[src/hdl/rvs_pkg.sv]
// Package for the relative vorticity stencil: word types, geometry and
// configuration constants, sequencer states and multiply-accumulate op codes.
// No dependencies.
`default_nettype none

package rvs_pkg;

  localparam int MaxLon = 1024;
  localparam int MaxLat = 1024;
  localparam int ColW   = $clog2(MaxLon);
  localparam int RowW   = $clog2(MaxLat);
  localparam int AddrW  = ColW + 1;
  localparam int GeomW  = 11;
  localparam int AccW   = 114;

  localparam logic [GeomW-1:0] LonReset    = 11'd360;
  localparam logic [GeomW-1:0] LatReset    = 11'd181;
  localparam logic [31:0]      DphiReset   = 32'd3754936;
  localparam logic [31:0]      DlamReset   = 32'd1877468;
  localparam logic [GeomW-1:0] GeomMin     = 11'd3;
  localparam logic [GeomW-1:0] LonMax      = GeomW'(MaxLon);
  localparam logic [GeomW-1:0] LatMax      = GeomW'(MaxLat);

  typedef enum logic [1:0] {
    CFG_LON_COUNT       = 2'd0,
    CFG_LAT_COUNT       = 2'd1,
    CFG_INV_TWO_DPHI    = 2'd2,
    CFG_INV_TWO_DLAMBDA = 2'd3
  } cfg_idx_e;

  typedef enum logic [2:0] {
    SH_0, SH_16, SH_32, SH_48, SH_64
  } shift_e;

  typedef enum logic [3:0] {
    ST_IDLE, ST_MULU, ST_WAITU, ST_SATU, ST_DIFF,
    ST_MULA, ST_WAITA, ST_TRUNCA, ST_MULB, ST_WAITB, ST_TRUNCB,
    ST_OUT1, ST_OUT2, ST_WRB
  } state_e;

  typedef struct packed {
    logic        clr;
    logic        vld;
    logic        sub;
    shift_e      sh;
    logic [31:0] a;
    logic [31:0] b;
  } mac_op_t;

  typedef struct packed {
    logic signed [31:0] u_wind;
    logic signed [31:0] v_wind;
    logic [30:0]        cos_lat;
    logic [47:0]        recip_radius_cos;
  } in_word_t;

  typedef struct packed {
    logic signed [47:0] vorticity;
    logic               last_of_run;
  } out_word_t;

  function automatic logic [GeomW-1:0] clamp_geom(input logic [GeomW-1:0] v,
                                                  input logic [GeomW-1:0] hi);
    logic [GeomW-1:0] r;
    if (v < GeomMin) begin
      r = GeomMin;
    end else if (v > hi) begin
      r = hi;
    end else begin
      r = v;
    end
    return r;
  endfunction

endpackage

`default_nettype wire

[src/hdl/rvs_mac.sv]
// Shared 32x32 multiply-accumulate unit of the vorticity stencil.
// Registered product, then a shifted add or subtract into a wide accumulator.
// Depends on rvs_pkg.
`default_nettype none

module rvs_mac (
  input  wire logic                   clk_i,
  input  wire logic                   rst_ni,
  input  wire rvs_pkg::mac_op_t       op_i,
  output logic [rvs_pkg::AccW-1:0]    acc_o
);
  import rvs_pkg::*;

  logic            pv_q;
  logic [63:0]     prod_q;
  logic            psub_q;
  shift_e          psh_q;
  logic [AccW-1:0] acc_q;
  logic [AccW-1:0] ext;
  logic [AccW-1:0] pp;

  always_ff @(posedge clk_i or negedge rst_ni) begin
    if (!rst_ni) begin
      pv_q <= 1'b0;
    end else begin
      pv_q <= op_i.vld;
    end
  end

  always_ff @(posedge clk_i) begin
    if (op_i.vld) begin
      prod_q <= op_i.a * op_i.b;
      psub_q <= op_i.sub;
      psh_q  <= op_i.sh;
    end
  end

  always_comb begin
    ext = AccW'(prod_q);
    case (psh_q)
      SH_0:    pp = ext;
      SH_16:   pp = ext << 16;
      SH_32:   pp = ext << 32;
      SH_48:   pp = ext << 48;
      SH_64:   pp = ext << 64;
      default: pp = ext;
    endcase
  end

  always_ff @(posedge clk_i) begin
    if (op_i.clr) begin
      acc_q <= '0;
    end else if (pv_q) begin
      acc_q <= psub_q ? (acc_q - pp) : (acc_q + pp);
    end
  end

  assign acc_o = acc_q;

  // A clear must never drop a product that is still on its way in.
  a_clr_no_pending: assert property (@(posedge clk_i) disable iff (!rst_ni)
    op_i.clr |-> !pv_q) else $error("accumulator cleared with pending product");

endmodule

`default_nettype wire

[config.mk]
export PLATFORM = sky130hd
export DESIGN_NAME = rvs_mac
export DESIGN_NICKNAME = d
export VERILOG_FILES = /design/src/hdl/rvs_pkg.sv /design/src/hdl/rvs_mac.sv
export SDC_FILE = /design/constraint.sdc
export NUM_CORES = 2
export LEC_CHECK = 0
export BUFFER_PORTS_ARGS = -buffer_cell sky130_fd_sc_hd__buf_2
export CELL_PAD_IN_SITES_DETAIL_PLACEMENT = 0
export CELL_PAD_IN_SITES_GLOBAL_PLACEMENT = 1
export CORE_AREA = 10 10 330 332
export DETAILED_ROUTE_END_ITERATION = 10
export DIE_AREA = 0 0 340 342
export PLACE_DENSITY_LB_ADDON = 0.15
export SETUP_SLACK_MARGIN = 0.02
export SYNTH_ARGS = -nofsm -noshare
export SYNTH_HDL_FRONTEND = slang
export SYNTH_SLANG_ARGS = --single-unit
[constraint.sdc]
create_clock -name clk_i -period 8 [get_ports clk_i]
set_input_delay 0.8 -clock clk_i [delete_from_list [all_inputs] [get_ports clk_i]]
set_output_delay 0.8 -clock clk_i [all_outputs]
set_load 0.05 [all_outputs]
==> results.json <==
{
  "drtIter0Drc": 2873,
  "drtAntennaViolNets": 0,
  "die_y_um": 342,
  "fin_setup_tns_ns": 0,
  "post-route-min-period_ns": 7.74,
  "cpMostUsedCell": "fa_1",
  "place.gp.congestion": 0.962,
  "setup_viol": 0,
  "antenna_found_initial": 1,
  "numPlacedInstances": 7592,
  "stdcell_count": 7624,
  "seq_area_um2": 4350,
  "crit_path_end_kind": "flop",
  "rows": 118,
  "hpwl_mm": 137,
  "vias": 42712,
  "postSynthCellCount": 6051,
  "postSynthAreaPerCell_um2": 8.54,
  "worstMarginPinSlew_ns": 1.15,
  "required_ns": 8.29,
  "status": "finished, final reports clean",
  "dr.pass1.iters": 6,
  "die_area_um2": 116000,
  "clk_pin_slew_ns": 0.07,
  "first_global_vias": 44149,
  "clockBufferDepth": 2,
  "multiInputGateArea_um2": 42300,
  "arrival_ns": 8.03,
  "max_freq_mhz": 129,
  "crit_buf_inv": 5,
  "dpl_cell_area_um2": 55500,
  "hp-class": "in2async",
  "viasPerCell": 5.60,
  "min_period_over_period_pct": 96.7,
  "worstSetupPathType": "in2reg",
  "async_flop_share_pct": 0.546,
  "fin_area_um2": 56100,
  "synth_largest_area_cell": "fa_1",
  "maxSlewHeadroom_pct": 23.3,
  "yosys_warnings": 0,
  "tritoncts": "built",
  "netlist_top_cells_count": "inv_1 (907), fa_1 (897), nand2_1 (707), and2_1 (583), ha_1 (377)",
  "hold_viol": 0,
  "clock_latency_ns": 0.49,
  "grt_overflow": 0,
  "grt_setup_unrepaired": "yes",
  "drc": 0,
  "synth_top_area_share_pct": 34.7,
  "synth-edff-count": 68,
  "grt_max_degree": 96,
  "synthTopCellsByArea": "fa_1 (35%), ha_1 (9.1%), and2_1 (7.1%), inv_1 (6.6%), nand2_1 (5.1%)",
  "cts.sink_count": 183,
  "cts_hold_buffers": 0,
  "ys.flop_type": "dfxtp_1",
  "htreeDepth": 4,
  "cap_violations": 0,
  "layout-drive-gt1-share_pct": 10.5,
  "coreArea_um2": 103000,
  "portBuffers": 185,
  "worstPathMaxFanout": 15,
  "start_util_pct": 50.4,
  "n_antenna_cell": 0,
  "drt-wirelength-per-cell_um": 21.1,
  "slew_viol_final": 0,
  "cts_root_buffer": "clkbuf_16",
  "pin_count": 186,
  "drt-total-wl_mm": 161,
  "syn_nets": 7397,
  "grt_pass1_wl_mm": 254,
  "critPathSlowestCell": "fa_1",
  "final_nets": 7577,
  "holdWs_ns": 0.0781,
  "yosys_register_bits": 183,
  "syn2layout_area_growth_pct": 8.56,
  "cts_made_buffers": 17,
  "skew_ns": 0.0160,
  "nFillCells": 9720,
  "seq_area_frac_synth_pct": 8.42,
  "cp-start-kind": "primary input",
  "die_x_um": 340,
  "yosysMostFrequentCell": "inv_1",
  "path_delay_family": "adder cells",
  "grt_usage_pct": 27.4,
  "post-cts-setup-buffers": 0,
  "synth_cell_type_count": 111,
  "synthesis.area_um2": 51700,
  "slowest_delay_ns": 0.54
}
layout by cell type, fill, tap and decap left out, drive strengths merged, types with 9 or more instances in the layout:
| master | n |
|---|---|
| a211o | 11 |
| a211oi | 32 |
| a21boi | 11 |
| a21o | 86 |
| a21oi | 336 |
| a221o | 13 |
| a22o | 11 |
| a22oi | 22 |
| a2bb2oi | 17 |
| a311oi | 13 |
| a31oi | 50 |
| and2 | 584 |
| and3 | 34 |
| buf | 529 |
| clkbuf | 26 |
| dfxtp | 114 |
| edfxtp | 68 |
| fa | 897 |
| ha | 377 |
| inv | 917 |
| mux2i | 97 |
| nand2 | 708 |
| nand2b | 28 |
| nand3 | 52 |
| nand4 | 75 |
| nor2 | 287 |
| nor2b | 26 |
| nor3 | 62 |
| nor4 | 16 |
| o211ai | 15 |
| o21a | 27 |
| o21ai | 183 |
| o21bai | 49 |
| o2bb2ai | 9 |
| o31ai | 16 |
| or2 | 21 |
| or3 | 19 |
| xnor2 | 140 |
| xor2 | 130 |
what timing repair did:
item	in CTS	in global routing
endpoints found under the hold margin	0	0
setup endpoints to repair	0	13
resized for setup	0	23
logic make-up (layout without fill, tap and decap cells):
kind of cell	Yosys count	in the layout	synth area share (%)
AO/OA/AOI/OAI	981	981	12.2
XOR/XNOR	270	270	4.58
adder cells (fa/ha/maj)	1274	1274	43.9
buffers and inverters	1284	1477	9.73
flip-flops	183	183	8.42
multiplexers	103	103	2.01
AND/OR/NAND/NOR	1956	1956	19.2
final cells by class:
class | count | area share [%]
clock inverter | 15 | 0.239
inverter | 907 | 6.07
timing repair buffer | 538 | 6.63
clock buffer | 17 | 0.758
tap | 1380 | 3.08
multi-input combinational | 4584 | 75.5
sequential | 183 | 7.76
worst register-to-register path: cells and delay by family, from the launching register on:
family	cells	cell delay, ns
buf+inv	4	0.80
compound gates	7	2.06
fa+ha+maj	2	0.81
xor+xnor	2	0.34
simple gates	12	2.64
flops	1	0.67
worst paths after layout:
| path | end | startpoint | cells after the start | slack (ns) |
|---|---|---|---|---|
| min reg2reg | acc_o[105] | acc_o[105] | 2 | 0.49 |
| max in group asynchronous | pv_q | rst_ni | 1 | 7.83 |
| min in group clk_i | acc_o[105] | acc_o[105] | 2 | 0.49 |
| min | pv_q | rst_ni | 1 | 0.08 |
| max | prod_q[58] | op_i[40] | 25 | 0.26 |
| max reg2reg | acc_o[105] | psh_q[0] | 27 | 0.51 |
stage by stage:
stage	util, %	setup WS (ns)
after CTS	54.6	0.133
after floorplan	-	0.194
final	54.7	0.265
after global routing	54.7	-0.0437
after global placement	54.1	-0.185
after detailed placement	54.1	-0.386
routing by layer:
| layer | share of wire [%] | vias to the layer above | global-route usage [%] |
|---|---|---|---|
| met2 | 48 | 1284 | 46.7 |
| met5 | 0 | - | 0 |
| li1 | - | 19731 | - |
| met1 | 43 | 21443 | 36.5 |
| met3 | 5.2 | 254 | 3.07 |
| met4 | 3.3 | 0 | 8.38 |
flip-flops by register name, summed over array words and instances (netlist names):
signal / flops
prod_q: 64
acc_o: 114
psub_q: 1
pv_q: 1
psh_q: 3
Power is not shown: default switching activity piles up to over one toggle a cycle in this logic, so the estimate is an artifact.
